### src/sv/assert_macros.svh
`ifndef ASSERT_MACROS_SVH
`define ASSERT_MACROS_SVH

// antecedent implies consequent in the same cycle
`define ASSERT_IMPLIES(lbl, ante, cons, msg) \
  lbl: assert property (@(posedge clk_i) disable iff (!rst_ni) (ante) |-> (cons)) \
    else $error(msg);

// antecedent implies consequent in the next cycle
`define ASSERT_NEXT(lbl, ante, cons, msg) \
  lbl: assert property (@(posedge clk_i) disable iff (!rst_ni) (ante) |=> (cons)) \
    else $error(msg);

// expression never holds
`define ASSERT_NEVER(lbl, expr, msg) \
  lbl: assert property (@(posedge clk_i) disable iff (!rst_ni) !(expr)) \
    else $error(msg);

`endif

### src/sv/mcgp_pkg.sv
`default_nettype none

package mcgp_pkg;

  // grid geometry
  localparam int unsigned GRID_ROWS = 8;
  localparam int unsigned GRID_COLS = 16;
  localparam int unsigned ROW_W     = $clog2(GRID_ROWS);
  localparam int unsigned COL_W     = $clog2(GRID_COLS);

  // field widths
  localparam int unsigned WEIGHT_W   = 8;
  localparam int unsigned COST_W     = 12;
  localparam int unsigned PATH_ROW_W = 3;

  typedef logic [ROW_W-1:0]    row_t;
  typedef logic [COL_W-1:0]    col_t;
  typedef logic [COST_W-1:0]   cost_t;
  typedef logic [WEIGHT_W-1:0] weight_t;

  localparam cost_t COST_MAX = {COST_W{1'b1}};

  // sequencer states
  typedef enum logic [2:0] {
    ST_IDLE,
    ST_TRACE_START,
    ST_TRACE,
    ST_EMIT_RD,
    ST_EMIT_OUT
  } state_e;

endpackage

`default_nettype wire

### src/sv/min_cost_grid_path_wrap_core.sv
`default_nettype none

// Minimum-cost left-to-right path through a grid with wrapping rows. Weights are taken one
// per cycle, column by column, top row first; the column costs sit in a two-bank cost
// memory (one bank per column parity) read one row ahead through a small window, and the
// chosen predecessor of every cell past the left column goes to a predecessor memory. After
// the last weight of a grid the input stalls: the traceback walks the predecessor memory one
// column per cycle, as its single read port and the dependent row address allow, and the
// path is then sent out left to right, each result read from the path buffer before it is
// offered. Every result carries the total cost; last_of_run_o marks the right column. No
// memory needs clearing after reset.
module min_cost_grid_path_wrap_core (
  input  wire logic                                clk_i,
  input  wire logic                                rst_ni,
  input  wire logic                                in_valid_i,
  output logic                                     in_ready_o,
  input  wire logic [mcgp_pkg::WEIGHT_W-1:0]       cell_weight_i,
  output logic                                     out_valid_o,
  input  wire logic                                out_ready_i,
  output logic [mcgp_pkg::PATH_ROW_W-1:0]          path_row_o,
  output logic [mcgp_pkg::COST_W-1:0]              path_cost_o,
  output logic                                     last_of_run_o
);

  localparam int unsigned CostAddrW = mcgp_pkg::ROW_W + 1;
  localparam int unsigned PredAddrW = mcgp_pkg::COL_W + mcgp_pkg::ROW_W;

  mcgp_pkg::state_e state_q, state_d;
  mcgp_pkg::row_t   row_q;
  mcgp_pkg::col_t   col_q;
  mcgp_pkg::col_t   idx_q, idx_d;

  // cost window and column edge registers
  mcgp_pkg::cost_t  win_a_q, win_b_q;
  mcgp_pkg::cost_t  first_cur_q, first_prev_q, last_prev_q;
  mcgp_pkg::cost_t  bestcost_q;
  mcgp_pkg::row_t   best_q;

  // memories
  mcgp_pkg::cost_t  cost_mem [2**CostAddrW];
  mcgp_pkg::cost_t  cost_rd_q;
  logic [CostAddrW-1:0] cost_waddr, cost_raddr;
  mcgp_pkg::row_t   pred_mem [2**PredAddrW];
  mcgp_pkg::row_t   pred_rd_q;
  logic             pred_re;
  logic [PredAddrW-1:0] pred_raddr;
  mcgp_pkg::row_t   pb_mem [2**mcgp_pkg::COL_W];
  mcgp_pkg::row_t   pb_rd_q;
  logic             pb_we, pb_re;
  mcgp_pkg::col_t   pb_waddr, pb_raddr;
  mcgp_pkg::row_t   pb_wdata;

  logic             acc, row_last, col_last, col_first, grid_end, out_done;
  mcgp_pkg::cost_t  up_cost, down_cost, min_cost, cost_new;
  mcgp_pkg::row_t   up_row, down_row, min_row;
  logic [mcgp_pkg::COST_W:0] sum;

  assign acc       = in_valid_i && in_ready_o;
  assign row_last  = row_q == mcgp_pkg::row_t'(mcgp_pkg::GRID_ROWS - 1);
  assign col_last  = col_q == mcgp_pkg::col_t'(mcgp_pkg::GRID_COLS - 1);
  assign col_first = col_q == '0;
  assign grid_end  = acc && row_last && col_last;

  // three predecessors, wrapping at top and bottom
  always_comb begin
    up_cost   = (row_q == '0) ? last_prev_q : win_a_q;
    up_row    = row_q - mcgp_pkg::row_t'(1);
    if (row_q == '0) begin
      up_row = mcgp_pkg::row_t'(mcgp_pkg::GRID_ROWS - 1);
    end
    down_cost = row_last ? first_prev_q : cost_rd_q;
    down_row  = row_last ? '0 : row_q + mcgp_pkg::row_t'(1);
    // ties keep the earlier choice: up, then same, then down
    min_cost  = up_cost;
    min_row   = up_row;
    if (win_b_q < min_cost) begin
      min_cost = win_b_q;
      min_row  = row_q;
    end
    if (down_cost < min_cost) begin
      min_cost = down_cost;
      min_row  = down_row;
    end
    sum = {1'b0, min_cost} + (mcgp_pkg::COST_W + 1)'(cell_weight_i);
    if (col_first) begin
      cost_new = mcgp_pkg::COST_W'(cell_weight_i);
    end else if (sum[mcgp_pkg::COST_W]) begin
      cost_new = mcgp_pkg::COST_MAX;
    end else begin
      cost_new = sum[mcgp_pkg::COST_W-1:0];
    end
  end

  // cost memory addressing: write current bank, prefetch two rows ahead in the previous
  // bank, or row one of the column just finished at its last row
  always_comb begin
    cost_waddr = {col_q[0], row_q};
    if (row_last) begin
      cost_raddr = {col_q[0], mcgp_pkg::row_t'(1)};
    end else begin
      cost_raddr = {~col_q[0], row_q + mcgp_pkg::row_t'(2)};
    end
  end

  // cost memory with write-to-read forwarding
  always_ff @(posedge clk_i) begin
    if (acc) begin
      cost_mem[cost_waddr] <= cost_new;
      if (cost_waddr == cost_raddr) begin
        cost_rd_q <= cost_new;
      end else begin
        cost_rd_q <= cost_mem[cost_raddr];
      end
    end
  end

  // predecessor memory
  always_ff @(posedge clk_i) begin
    if (acc && !col_first) begin
      pred_mem[{col_q, row_q}] <= min_row;
    end
    if (pred_re) begin
      pred_rd_q <= pred_mem[pred_raddr];
    end
  end

  // path buffer
  always_ff @(posedge clk_i) begin
    if (pb_we) begin
      pb_mem[pb_waddr] <= pb_wdata;
    end
    if (pb_re) begin
      pb_rd_q <= pb_mem[pb_raddr];
    end
  end

  // window, column edges and running minimum
  always_ff @(posedge clk_i) begin
    if (acc) begin
      if (row_last) begin
        win_b_q      <= first_cur_q;
        first_prev_q <= first_cur_q;
        last_prev_q  <= cost_new;
      end else begin
        win_a_q <= win_b_q;
        win_b_q <= cost_rd_q;
      end
      if (row_q == '0) begin
        first_cur_q <= cost_new;
        bestcost_q  <= cost_new;
        best_q      <= '0;
      end else if (cost_new < bestcost_q) begin
        bestcost_q <= cost_new;
        best_q     <= row_q;
      end
    end
  end

  // input counters and sequencer state
  always_ff @(posedge clk_i or negedge rst_ni) begin
    if (!rst_ni) begin
      state_q <= mcgp_pkg::ST_IDLE;
      row_q   <= '0;
      col_q   <= '0;
      idx_q   <= '0;
    end else begin
      state_q <= state_d;
      idx_q   <= idx_d;
      if (acc) begin
        if (row_last) begin
          row_q <= '0;
          col_q <= col_last ? '0 : col_q + mcgp_pkg::col_t'(1);
        end else begin
          row_q <= row_q + mcgp_pkg::row_t'(1);
        end
      end
    end
  end

  // traceback and emission sequencer
  always_comb begin
    state_d    = state_q;
    idx_d      = idx_q;
    pred_re    = 1'b0;
    pred_raddr = {idx_q, pred_rd_q};
    pb_we      = 1'b0;
    pb_waddr   = idx_q - mcgp_pkg::col_t'(1);
    pb_wdata   = pred_rd_q;
    pb_re      = 1'b0;
    pb_raddr   = idx_q;
    case (state_q)
      mcgp_pkg::ST_IDLE: begin
        if (grid_end) begin
          state_d = mcgp_pkg::ST_TRACE_START;
        end
      end
      mcgp_pkg::ST_TRACE_START: begin
        pb_we      = 1'b1;
        pb_waddr   = mcgp_pkg::col_t'(mcgp_pkg::GRID_COLS - 1);
        pb_wdata   = best_q;
        pred_re    = 1'b1;
        pred_raddr = {mcgp_pkg::col_t'(mcgp_pkg::GRID_COLS - 1), best_q};
        idx_d      = mcgp_pkg::col_t'(mcgp_pkg::GRID_COLS - 1);
        state_d    = mcgp_pkg::ST_TRACE;
      end
      mcgp_pkg::ST_TRACE: begin
        pb_we = 1'b1;
        if (idx_q == mcgp_pkg::col_t'(1)) begin
          idx_d   = '0;
          state_d = mcgp_pkg::ST_EMIT_RD;
        end else begin
          pred_re    = 1'b1;
          pred_raddr = {idx_q - mcgp_pkg::col_t'(1), pred_rd_q};
          idx_d      = idx_q - mcgp_pkg::col_t'(1);
        end
      end
      mcgp_pkg::ST_EMIT_RD: begin
        pb_re   = 1'b1;
        state_d = mcgp_pkg::ST_EMIT_OUT;
      end
      mcgp_pkg::ST_EMIT_OUT: begin
        if (out_ready_i) begin
          if (idx_q == mcgp_pkg::col_t'(mcgp_pkg::GRID_COLS - 1)) begin
            idx_d   = '0;
            state_d = mcgp_pkg::ST_IDLE;
          end else begin
            idx_d   = idx_q + mcgp_pkg::col_t'(1);
            state_d = mcgp_pkg::ST_EMIT_RD;
          end
        end
      end
      default: begin
        state_d = mcgp_pkg::ST_IDLE;
        idx_d   = '0;
      end
    endcase
  end

  // handshake and result fields
  assign in_ready_o    = state_q == mcgp_pkg::ST_IDLE;
  assign out_valid_o   = state_q == mcgp_pkg::ST_EMIT_OUT;
  assign path_row_o    = mcgp_pkg::PATH_ROW_W'(pb_rd_q);
  assign path_cost_o   = bestcost_q;
  assign last_of_run_o = idx_q == mcgp_pkg::col_t'(mcgp_pkg::GRID_COLS - 1);
  assign out_done      = out_valid_o && out_ready_i && last_of_run_o;

  // checks
  `include "assert_macros.svh"

  `ASSERT_NEVER(a_in_out_exclusive, in_ready_o && out_valid_o, "input and output both open")
  `ASSERT_NEXT(a_grid_end_trace, grid_end, state_q == mcgp_pkg::ST_TRACE_START, "no traceback")
  `ASSERT_IMPLIES(a_counters_idle, !in_ready_o, row_q == '0 && col_q == '0, "counters not clear")
  `ASSERT_NEXT(a_run_end_idle, out_done, in_ready_o, "input not reopened after last transfer")

endmodule

`default_nettype wire

### config.mk
export PLATFORM = sky130hd
export DESIGN_NAME = min_cost_grid_path_wrap_core
export DESIGN_NICKNAME = d
export VERILOG_FILES = /design/src/sv/mcgp_pkg.sv /design/src/sv/min_cost_grid_path_wrap_core.sv
export VERILOG_INCLUDE_DIRS = /design/src /design/src/sv
export SDC_FILE = /design/constraint.sdc
export NUM_CORES = 1
export LEC_CHECK = 0
export BUFFER_PORTS_ARGS = -buffer_cell sky130_fd_sc_hd__buf_2
export CORE_AREA = 2 2 234 236
export DETAILED_ROUTE_END_ITERATION = 10
export DIE_AREA = 0 0 236 238
export PLACE_DENSITY = 0.76
export SLEW_MARGIN = 20
export SYNTH_ARGS = -nofsm -noshare
export SYNTH_HDL_FRONTEND = slang
export SYNTH_SLANG_ARGS = --single-unit
### constraint.sdc
create_clock -name clk_i -period 22.2 [get_ports clk_i]
set_input_delay 2.22 -clock clk_i [delete_from_list [all_inputs] [get_ports clk_i]]
set_output_delay 2.22 -clock clk_i [all_outputs]
set_load 0.03 [all_outputs]
# After elaboration in Yosys (flattened, before gate mapping)
# Memories as Yosys holds them, arrays and structs flattened. A register that Yosys moved wholly into a read port is not among the register bits.
# Index checks and enable logic that the tools add are counted.
# W data, S select, Z words.
totals:
  output_inout_bits: 18
  inputBits: 12
  ramBits: 624
  memories: 3
  elab_cells: 94
  ff_bits: 89
op_classes:
  n_mux: 39
  n_eq_ne: 11
  magnitude_cmp: 3
  bitwise: 3
  reduce_logical: 17
  add_sub_neg: 7
memory_table:
  columns: ["memory", "words", "word_bits", "rd", "rd_ports_with_merged_regs", "wr", "line", "source"]
  rows:
  - ["pred_mem", 128, 3, 1, 1, 1, "min_cost_grid_path_wrap_core.sv:43", "mcgp_pkg::row_t pred_mem [2**PredAddrW];"]
  - ["cost_mem", 16, 12, 1, 1, 1, "min_cost_grid_path_wrap_core.sv:40", "mcgp_pkg::cost_t cost_mem [2**CostAddrW];"]
  - ["pb_mem", 16, 3, 1, 1, 1, "min_cost_grid_path_wrap_core.sv:47", "mcgp_pkg::row_t pb_mem [2**mcgp_pkg::COL_W];"]
op_table:
  columns: ["op", "count"]
  rows:
  - ["$mux W12", 9]
  - ["$lt A12 B12 Y1", 3]
  - ["$mux W3", 9]
  - ["$mux W4", 6]
  - ["$pmux W4 S4", 1]
  - ["$pmux W3 S5", 1]
  - ["$pmux W7 S2", 1]
  - ["$add A12 B8 Y13", 1]
  - ["$reduce_and A2 Y1", 5]
  - ["$mux W1", 9]
  - ["$add A4 B1 Y4 const B", 2]
  - ["$eq A4 B4 Y1 const B", 2]
  - ["$mux W7", 1]
  - ["$eq A3 B2 Y1 const B", 2]
  - ["$eq A3 B3 Y1 const B", 2]
  - ["$logic_not A3 Y1", 2]
  - ["$eq A4 B1 Y1 const B", 1]
  - ["$logic_and A1 B1 Y1", 4]
  - ["$logic_not A4 Y1", 1]
  - ["$ne A2 B1 Y1 const B", 2]
  - ["$reduce_or A2 Y1", 2]
  - ["$sub A4 B1 Y4 const B", 1]
  - ["$add A3 B1 Y3 const B", 1]
  - ["$add A3 B2 Y3 const B", 1]
  - ["other kinds (9)", 11]

# Longest topological paths before layout
# Gate-level depths: netlist (run 1).
logic_depth:
  depth_word: 12
  ltp_mapped: 45
  mapped_depth_nobuf: 38

# Worst setup path after synthesis (run 1)
# No wires, ideal clock.
synth_timing:
  path_kind: "register -> register"
  startpoint: "register row_q[0]"
  endpoint: "memory pred_mem[0][1] in the netlist's numbering, data pin"
  arrival_time_ns: 10.648
  synth_period_minus_slack_ns: 11.845
  setup_slack_ns: 10.355
  n_path_buf: 6
  stages_incl_launch_ff: 25
  required_ns: 21.003
  setup_ns: 1.197
  cell_sequence: "dfrtp_1 clkbuf_1 inv_2 buf_1 ha_1 nand2b_1 clkbuf_1 clkbuf_1 mux2i_1 ha_1 o21ai_0 a2111oi_2 o311ai_0 nand2_1 clkbuf_1 clkbuf_1 nand2_1 o21ai_0 ha_1 a21o_1 a21oi_1 o21bai_1 a211oi_1 o21ai_2 o21ai_0"
synth_via:
  elab_chain_len: 6
  word_cells_on_any_way: 13
  cone_classes: "add/sub (2); order compare (2); eq/ne (1); mux (7); reduce/logical (1)"
synth_lines:
  columns: ["element", "line", "source"]
  rows:
  - ["from (decl)", "min_cost_grid_path_wrap_core.sv:29", "mcgp_pkg::row_t row_q;"]
  - ["from (signal assigned)", "min_cost_grid_path_wrap_core.sv:174", "row_q <= row_q + mcgp_pkg::row_t'(1);"]
  - ["$logic_not A3 Y1", "min_cost_grid_path_wrap_core.sv:66, min_cost_grid_path_wrap_core.sv:68", null]
  - ["$mux W12", "min_cost_grid_path_wrap_core.sv:66", "up_cost = (row_q == '0) ? last_prev_q : win_a_q;"]
  - ["$lt A12 B12 Y1", "min_cost_grid_path_wrap_core.sv:76", "if (win_b_q < min_cost) begin"]
  - ["$mux W12", "min_cost_grid_path_wrap_core.sv:76", null]
  - ["$lt A12 B12 Y1", "min_cost_grid_path_wrap_core.sv:80", "if (down_cost < min_cost) begin"]
  - ["$mux W3 (*)", "min_cost_grid_path_wrap_core.sv:80", null]
  - ["named net min_row[1]", "min_cost_grid_path_wrap_core.sv:55", "mcgp_pkg::row_t up_row, down_row, min_row;"]
  - ["to (decl)", "min_cost_grid_path_wrap_core.sv:43", null]
# The timed path passes the listed nets; every way through them passes the cells marked *.

# Worst setup path after layout (run 1)
layout_timing:
  startpoint: "register row_q[0]"
  endpoint: "register best_q[0] (enable)"
layout_via:
  elab_chain_len: 12
  word_cells_on_any_way: 14
  cone_classes: "add/sub (1); order compare (3); eq/ne (1); mux (6); reduce/logical (3)"
layout_lines:
  columns: ["element", "line", "source"]
  rows:
  - ["$logic_not A3 Y1", "min_cost_grid_path_wrap_core.sv:66", null]
  - ["$mux W12", "min_cost_grid_path_wrap_core.sv:66", null]
  - ["$lt A12 B12 Y1", "min_cost_grid_path_wrap_core.sv:76", null]
  - ["$mux W12", "min_cost_grid_path_wrap_core.sv:76", null]
  - ["$lt A12 B12 Y1", "min_cost_grid_path_wrap_core.sv:80", null]
  - ["$mux W12 (*)", "min_cost_grid_path_wrap_core.sv:80", null]
  - ["$add A12 B8 Y13 (*)", "min_cost_grid_path_wrap_core.sv:84", "sum = {1'b0, min_cost} + (mcgp_pkg::COST_W + 1)'(cell_weight_i);"]
  - ["$mux W12 (*)", "min_cost_grid_path_wrap_core.sv:87", "end else if (sum[mcgp_pkg::COST_W]) begin"]
  - ["$mux W12 (*)", "min_cost_grid_path_wrap_core.sv:85", "if (col_first) begin"]
  - ["named net cost_new[5]", "min_cost_grid_path_wrap_core.sv:54", "mcgp_pkg::cost_t up_cost, down_cost, min_cost, cost_new;"]
  - ["$lt A12 B12 Y1 (*)", "min_cost_grid_path_wrap_core.sv:152", "end else if (cost_new < bestcost_q) begin"]
  - ["$reduce_bool A2 Y1 (no source line) (*)", null, null]
  - ["$reduce_and A2 Y1 (no source line) (*)", null, null]
  - ["to (signal assigned)", "min_cost_grid_path_wrap_core.sv:154", "best_q <= row_q;"]
  - ["to (decl)", "min_cost_grid_path_wrap_core.sv:37", "mcgp_pkg::row_t best_q;"]
# Marks and branches as above.
# A chain may end at the register's enable or synchronous reset.

==> results of run 1 <==
## sequential cells by signal, indices dropped and copies added, names as in the netlist
register and flops:
win_a_q 12, path_cost_o 12, state_q 3, win_b_q 12, idx_q 4, first_prev_q 12
best_q 3, row_q 3, pred_rd_q 3, pb_mem 48, pred_mem 384, cost_rd_q 12
first_cur_q 12, last_prev_q 12, path_row_o 3, cost_mem 192, col_q 4
## metal layers
metal  vias up  GRT usage
met5         -   0.006061
met4         2    0.08975
met3       137    0.03980
met2       890     0.3977
met1      8760     0.3528
li1       7391          -
## final cells by class
class                   instances  area, um2
well taps                     696      870.8
clock inverters                42      489.2
clock buffers                  86       1907
flip-flops and latches        731      21880
inverters                      44      165.2
multi-input cells             993       8690
fillers                      3466      19010
repair buffers                 74      486.7
## critical path: cells and delay by family (launching register included)
| kind | cells | cell delay [ps] |
|---|---|---|
| AO/OA/AOI/OAI | 20 | 5320 |
| adder cells (fa/ha/maj) | 6 | 2110 |
| AND/OR/NAND/NOR | 8 | 2010 |
| buffers and inverters | 4 | 1060 |
| flip-flops | 1 | 890 |
| multiplexers | 1 | 330 |
## through the flow
stage	cell area, um2	hold WS (ps)
3_3_place_gp	32090	426.2
2_1_floorplan	30910	420.4
4_1_cts	34490	451.3
5_1_grt	34490	464.5
3_5_place_dp	32090	428.6
6_report	34490	454.1
## kinds of logic (layout without fill, tap and decap cells)
family | Yosys count | after routing | synth area share
buffers and inverters | 131 | 246 | 0.01721
DFF | 731 | 731 | 0.7098
xor gates and xnor gates | 10 | 10 | 0.002841
muxes | 218 | 218 | 0.1308
adders and majority gates | 60 | 60 | 0.02460
AOI/OAI and AO/OA | 259 | 259 | 0.05411
other | 1 | 24 | 0.0001217
and+or+nand+nor | 422 | 422 | 0.06048
## cells in the final DEF, fill, tap and decap left out, types with 8 or more instances in the layout
cell type / instances
conb_1: 24
o221ai_1: 9
nor4_2: 10
nor2b_1: 17
o21ai_0: 58
bufinv_16: 10
a21o_1: 15
or2_2: 17
dfrtp_1: 14
edfxtp_1: 717
clkinv_1: 13
mux2i_1: 64
a22oi_1: 32
clkbuf_16: 74
o22ai_1: 13
a21oi_1: 56
nand2_1: 125
clkbuf_1: 11
mux4_2: 147
buf_2: 29
ha_1: 58
inv_1: 40
nand3_1: 19
a211oi_1: 24
clkinv_2: 11
buf_4: 44
nor3_1: 11
and2_1: 8
nor2_1: 178
## path summary, 6_finish.rpt
path	endpoint	depth (start not counted)
max	best_q[0]	39
min reg2reg	first_prev_q[9]	0
min in group asynchronous	col_q[3]	1
max reg2reg	best_q[0]	39
min	first_prev_q[9]	0
max in group asynchronous	state_q[1]	1
==> flow_metrics.py, run 1 <==
metrics = {
    "placement": {
        "port_buffers": 29,
        "gp_congestion": 0.8990,
        "pre_cts_slack_ps": 10330,
        "hpwl_um": 41070,
        "placedCellCount": 2538,
    },
    "synthesis": {
        "synthCells": 1832,
        "synth_top_area_cell": "edfxtp_1",
        "ys_warn_count": 0,
        "synth_ff_type": "edfxtp_1",
        "syn_area_per_cell_um2": 16.83,
        "async_flop_share": 0.01915,
        "synth_common_cells": "edfxtp_1, nor2_1, mux4_2",
        "ys_seq_area_frac": 0.7098,
        "yosysMostFrequentCell": "edfxtp_1",
        "yosysTopAreaCellShare": 0.6985,
        "synth_edf_count": 717,
        "synth.distinct_cells": 68,
        "synthTopCellsByArea": "edfxtp_1, mux4_2, ha_1, nor2_1, mux2i_1",
        "ys_ff_latch": 731,
        "synth_area_mm2": 0.03083,
    },
    "die": {
        "die_w_um": 236,
        "die_h_um": 238,
        "die_area_mm2": 0.05617,
        "start_util": 0.5762,
        "core_area_mm2": 0.05350,
        "row_count": 85,
        "io_pins": 30,
    },
    "critical_path": {
        "start_kind": "flop",
        "cp.required_ps": 22420,
        "worstSetupPathType": "reg2reg",
        "crit_path_end_kind": "flop",
        "crit_fanout": 26,
        "rrSetupSlack_ps": 10080,
        "critPathSlowestCell": "dfrtp_1",
        "r2r-start": "row_q[0]",
        "crit_start": "row_q[0]",
        "slowest_delay_ps": 890,
        "arrival_ps": 12350,
    },
    "final_layout": {
        "syn2layout_area_growth_pct": 11.88,
        "antenna_cells": 0,
        "utilization": 0.6447,
        "layout-drive-gt1-share": 0.1964,
        "final_cell_count_no_fill": 2666,
        "fin_nets": 1986,
    },
    "drt": {
        "drt_iter0_drc": 2069,
        "wl_per_cell_um": 25.66,
        "vias_per_cell": 6.444,
        "num_vias": 17180,
        "wl_met2_um": 33000,
        "routed_wl_um": 68410,
        "wl_met1_um": 27450,
        "wl_met3_um": 6017,
        "drt_first_pass_iters": 6,
        "detail-route-antenna-nets": 0,
        "highest_layer": "met5",
        "route.detailed.drc": 0,
    },
    "clocking": {
        "h-tree-depth": 3,
        "cts_setup_buffers": 0,
        "clk_path_buf_depth": 3,
        "cts_made_buffers": 70,
        "cts_hold_buf": 0,
        "cts_root_buf": "clkbuf_16",
        "cts_tree": "done",
        "clock_latency_ps": 620,
        "clk_pin_slew_worst_paths_ps": 70,
        "cts_resized": 0,
        "cts_sinks": 731,
    },
    "global_routing": {
        "grt_max_degree": 95,
        "grt_usage": 0.2490,
        "grt_pass1_vias": 17212,
        "grt_first_pass_wirelength_um": 104400,
        "grt-ovfl-total": 0,
        "antenna_found_initial": 0,
    },
    "timing": {
        "tightest_slew_ps": 1141,
        "relSlewSlack": 0.2391,
        "setup_viol": 0,
        "min_period_ps": 12120,
        "rsz0062_at_grt": "false",
        "finClkSkew_ps": 32.95,
        "report.final.slew_viol_count": 0,
        "timing.fmax_ghz": 0.08250,
        "fin_ws_ps": 10080,
        "fin_crit_sh": 0.5460,
        "finalHoldViolCount": 0,
        "fin_tns_setup_ps": 0,
    },
    "hold_path": {
        "hold_path_startpoint": "first_cur_q[9]",
        "hp-class": "reg2reg",
    },
    "flow_run": {
        "maxCapViolCount": 0,
    },
    "outcome": {
        "status": "completed",
    },
}
Power of run 1 is not shown: default switching activity piles up to over one toggle a cycle in this logic, so the estimate is an artifact.
==> inputs of run 2 (changes only) <==
==> constraint.sdc (replaced) <==
create_clock -name clk_i -period 11.7 [get_ports clk_i]
set_input_delay 1.17 -clock clk_i [delete_from_list [all_inputs] [get_ports clk_i]]
set_output_delay 1.17 -clock clk_i [all_outputs]
set_load 0.03 [all_outputs]
==> run 2 against run 1 <==
Largest cell class unchanged. Design area is 0.61% lower. Fmax grew 14%. Sequential share of layout area rose by 0.39 points. Highest routed layer unchanged. Sequential cell count is the same. Worst setup slack worse by 9000 ps. Final cell count about the same.
==> flow_metrics.py, run 2 (synthesized netlist as in run 1, its figures left out) <==
metrics = {
    "global_routing": {
        "antenna_found_initial": 1,
        "grt_max_degree": 128,
        "grt_usage": 0.2388,
        "grt_pass1_vias": 17068,
        "grt_first_pass_wirelength_um": 101400,
        "grt-ovfl-total": 0,
    },
    "final_layout": {
        "n_fill_cell": 3542,
        "most-common-layout-cells": "edfxtp_1, nor2_1, mux4_2",
        "largest_reg_flops": 384,
        "utilization": 0.6408,
        "syn2layout_area_growth_pct": 11.20,
        "largestRegisters": "pred_mem (384), cost_mem (192), pb_mem (48)",
        "seq_area_mm2": 0.02188,
        "layout-drive-gt1-share": 0.1910,
        "multi_input_area_mm2": 0.008705,
        "layout_commonest_cell": "edfxtp_1",
        "top_register": "pred_mem",
        "fin_nets": 1990,
        "antenna_cells": 0,
        "final_cell_count_no_fill": 2665,
    },
    "clocking": {
        "clk_path_buf_depth": 3,
        "cts_tree": "done",
        "clk_pin_slew_worst_paths_ps": 60,
        "h-tree-depth": 3,
        "cts_root_buf": "clkbuf_16",
        "cts_hold_buf": 0,
        "cts_setup_buffers": 0,
        "cts_resized": 0,
        "cts_sinks": 731,
        "clock_latency_ps": 610,
        "cts_made_buffers": 69,
    },
    "critical_path": {
        "cp.required_ps": 11930,
        "start_kind": "flop",
        "crit_path_end_kind": "flop",
        "crit_start": "row_q[1]",
        "worstSetupPathType": "reg2reg",
        "slowest_delay_ps": 660,
        "arrival_ps": 10900,
        "critPathSlowestCell": "a2111oi_2",
        "rrSetupSlack_ps": 1030,
        "crit_fanout": 26,
        "r2r-start": "row_q[1]",
    },
    "drt": {
        "vias_per_cell": 6.373,
        "routed_wl_um": 65960,
        "detail-route-antenna-nets": 0,
        "drt_first_pass_iters": 5,
        "num_vias": 16984,
        "wl_per_cell_um": 24.75,
        "route.detailed.drc": 0,
        "drt_iter0_drc": 1772,
    },
    "timing": {
        "report.final.slew_viol_count": 0,
        "setup_viol": 0,
        "fin_crit_sh": 0.9119,
        "timing.fmax_ghz": 0.09373,
        "rsz0062_at_grt": "false",
        "finalHoldViolCount": 0,
        "fin_tns_setup_ps": 0,
        "relSlewSlack": 0.2694,
        "min_period_ps": 10670,
        "fin_ws_ps": 1031,
        "tightest_slew_ps": 1093,
        "finClkSkew_ps": 22.99,
    },
    "die": {
        "die_h_um": 238,
        "die_w_um": 236,
        "start_util": 0.5762,
        "core_area_mm2": 0.05350,
        "io_pins": 30,
        "row_count": 85,
        "die_area_mm2": 0.05617,
    },
    "outcome": {
        "status": "completed",
    },
    "placement": {
        "placedCellCount": 2542,
        "gp_congestion": 0.9274,
        "pre_cts_slack_ps": 585.2,
        "port_buffers": 29,
        "hpwl_um": 41020,
    },
    "hold_path": {
        "hp-class": "reg2reg",
        "hold_path_startpoint": "first_cur_q[7]",
    },
    "flow_run": {
        "maxCapViolCount": 0,
    },
}
[run 2: final cells by class]
class	count	area share
clock buffer	97	0.05468
clock inverter	25	0.007154
inverter	44	0.004818
multi-input combinational	993	0.2539
sequential	731	0.6383
tap	696	0.02541
timing repair buffer	79	0.01566
[run 2: worst paths after layout]
| check | to | cells past startpoint |
|---|---|---|
| min | first_prev_q[7] | 0 |
| max | best_q[0] | 39 |
| min in group asynchronous | col_q[1] | 1 |
| min reg2reg | first_prev_q[7] | 0 |
| max in group asynchronous | state_q[1] | 1 |
| max reg2reg | best_q[0] | 39 |
[run 2: stage by stage]
stage | hold WS (ps) | instance area, um2
detailed placement | 432.3 | 32110
floorplan | 420.4 | 30910
global route | 453.6 | 34280
finish | 446.1 | 34280
global placement | 431.6 | 32110
CTS | 447.3 | 34230
[run 2: worst max-delay path: cells and delay by family, from the launching register on]
family | cells | cell delay [ps]
adders and majority gates | 6 | 1750
and+or+nand+nor | 8 | 1870
buffers and inverters | 5 | 1020
DFF | 1 | 530
muxes | 1 | 270
AOI/OAI and AO/OA | 19 | 4830
[run 2: metal layers]
metal | global-route usage | wire, um | share of wire | vias up
met4 | 0.07933 | 1637 | 0.025 | 2
met5 | 0 | 15 | 0.00023 | -
met1 | 0.3408 | 26920 | 0.41 | 8644
met3 | 0.04003 | 5715 | 0.087 | 122
met2 | 0.3810 | 31680 | 0.48 | 825
li1 | - | - | - | 7391
Power of run 2 is left out for the same reason.
==> inputs of run 3 (changes only) <==
==> constraint.sdc (replaced) <==
create_clock -name clk_i -period 12.2 [get_ports clk_i]
set_input_delay 1.22 -clock clk_i [delete_from_list [all_inputs] [get_ports clk_i]]
set_output_delay 1.22 -clock clk_i [all_outputs]
set_load 0.03 [all_outputs]
==> run 3 against run 2 <==
Sequential share of layout area fell by 0.35 points. Global-route usage rose by 0.33 points. Non-clock buffer count fell by 3. Wire length rose by 1.4%. Design area rose by 0.54%. Via count fell by 1.1%. Largest cell class unchanged.
==> flow_metrics.py, run 3 (synthesized netlist as in run 1, its figures left out) <==
metrics = {
    "drt": {
        "wl_per_cell_um": 25.08,
        "route.detailed.drc": 0,
        "num_vias": 16792,
        "drt_first_pass_iters": 5,
        "detail-route-antenna-nets": 0,
        "vias_per_cell": 6.296,
        "routed_wl_um": 66890,
        "drt_iter0_drc": 1799,
    },
    "final_layout": {
        "syn2layout_area_growth_pct": 11.80,
        "layout-drive-gt1-share": 0.1974,
        "fin_nets": 1988,
        "largestRegisters": "pred_mem (384), cost_mem (192), pb_mem (48)",
        "utilization": 0.6443,
        "final_cell_count_no_fill": 2667,
        "largest_reg_flops": 384,
        "antenna_cells": 0,
        "most-common-layout-cells": "edfxtp_1, nor2_1, mux4_2",
        "top_register": "pred_mem",
        "layout_commonest_cell": "edfxtp_1",
    },
    "clocking": {
        "clk_pin_slew_worst_paths_ps": 60,
        "cts_sinks": 731,
        "cts_hold_buf": 0,
        "h-tree-depth": 3,
        "clk_path_buf_depth": 3,
        "cts_root_buf": "clkbuf_16",
        "cts_tree": "done",
        "cts_made_buffers": 70,
        "clock_latency_ps": 600,
        "cts_setup_buffers": 0,
    },
    "hold_path": {
        "hold_path_startpoint": "first_cur_q[9]",
        "hp-class": "reg2reg",
    },
    "critical_path": {
        "crit_fanout": 26,
        "crit_start": "row_q[1]",
        "slowest_delay_ps": 720,
        "cp.required_ps": 12420,
        "worstSetupPathType": "reg2reg",
        "start_kind": "flop",
        "crit_path_end_kind": "flop",
        "critPathSlowestCell": "a2111oi_2",
        "r2r-start": "row_q[1]",
        "arrival_ps": 11330,
    },
    "placement": {
        "port_buffers": 29,
        "gp_congestion": 0.9167,
        "placedCellCount": 2539,
        "hpwl_um": 40460,
        "pre_cts_slack_ps": 1000,
    },
    "timing": {
        "setup_viol": 0,
        "finalHoldViolCount": 0,
        "fin_tns_setup_ps": 0,
        "min_period_ps": 11110,
        "finClkSkew_ps": 18.99,
        "timing.fmax_ghz": 0.08998,
        "report.final.slew_viol_count": 0,
        "fin_ws_ps": 1087,
        "relSlewSlack": 0.2289,
        "tightest_slew_ps": 1154,
        "rsz0062_at_grt": "false",
        "fin_crit_sh": 0.9109,
    },
    "die": {
        "die_area_mm2": 0.05617,
        "io_pins": 30,
        "core_area_mm2": 0.05350,
        "die_h_um": 238,
        "start_util": 0.5762,
        "row_count": 85,
        "die_w_um": 236,
    },
    "global_routing": {
        "antenna_found_initial": 0,
        "grt-ovfl-total": 0,
        "grt_pass1_vias": 17124,
        "grt_first_pass_wirelength_um": 102100,
        "grt_max_degree": 87,
        "grt_usage": 0.2421,
    },
    "outcome": {
        "status": "completed",
    },
    "flow_run": {
        "maxCapViolCount": 0,
    },
}
-- run 3: cell count changes in the layout (fill, tap and decap cells not counted), sizes merged --
| cell | before | now |
|---|---|---|
| clkinv | 21 | 30 |
| buf | 79 | 76 |
| bufinv | 5 | 8 |
| clkinvlp | 0 | 5 |
| clkbuf | 97 | 85 |
-- run 3: worst paths after layout --
path	endpoint	slack, ps	cells after the start
setup / recovery	best_q[0]	1090	39
hold / removal	first_prev_q[9]	450	0
max in group asynchronous	row_q[2]	11310	1
hold reg to reg	first_prev_q[9]	450	0
min in group asynchronous	col_q[1]	570	1
setup reg to reg	best_q[0]	1090	39
-- run 3: final cells by class --
cell class                      count  area, um2
Inverter                           44      165.2
Clock inverter                     42      437.9
Tap cell                          696      870.8
Timing Repair Buffer               76      518.0
Sequential cell                   731      21880
Multi-Input combinational cell    993       8688
Fill cell                        3508      19030
Clock buffer                       85       1903
-- run 3: worst max-delay path, delay by kind of cell (launching register included) --
family,cells,cell delay (ps)
buf+inv,4,770
fa+ha+maj,6,1880
flops,1,530
compound gates,20,4800
simple gates,8,2330
mux,1,380
-- run 3: stage by stage --
step,hold WS (ps),cell area [um2]
final,447.0,34460
after global routing,447.5,34460
after CTS,446.4,34430
after detailed placement,433.2,32090
after global placement,426.3,32090
after floorplan,420.4,30910
-- run 3: per-layer routing --
| metal | vias to the layer above | track usage | routed length, um |
|---|---|---|---|
| li1 | 7377 | - | - |
| met2 | 788 | 0.3976 | 33030 |
| met1 | 8495 | 0.3283 | 26460 |
| met3 | 132 | 0.04778 | 5620 |
| met4 | 0 | 0.08377 | 1771 |
| met5 | - | 0 | 0 |
-- run 3: repair_timing --
item                                   4_1_cts  5_1_grt
resized for setup                            0        1
endpoints found under the hold margin        0        0
setup endpoints to repair                    0       15
Power of run 3 is left out for the same reason.
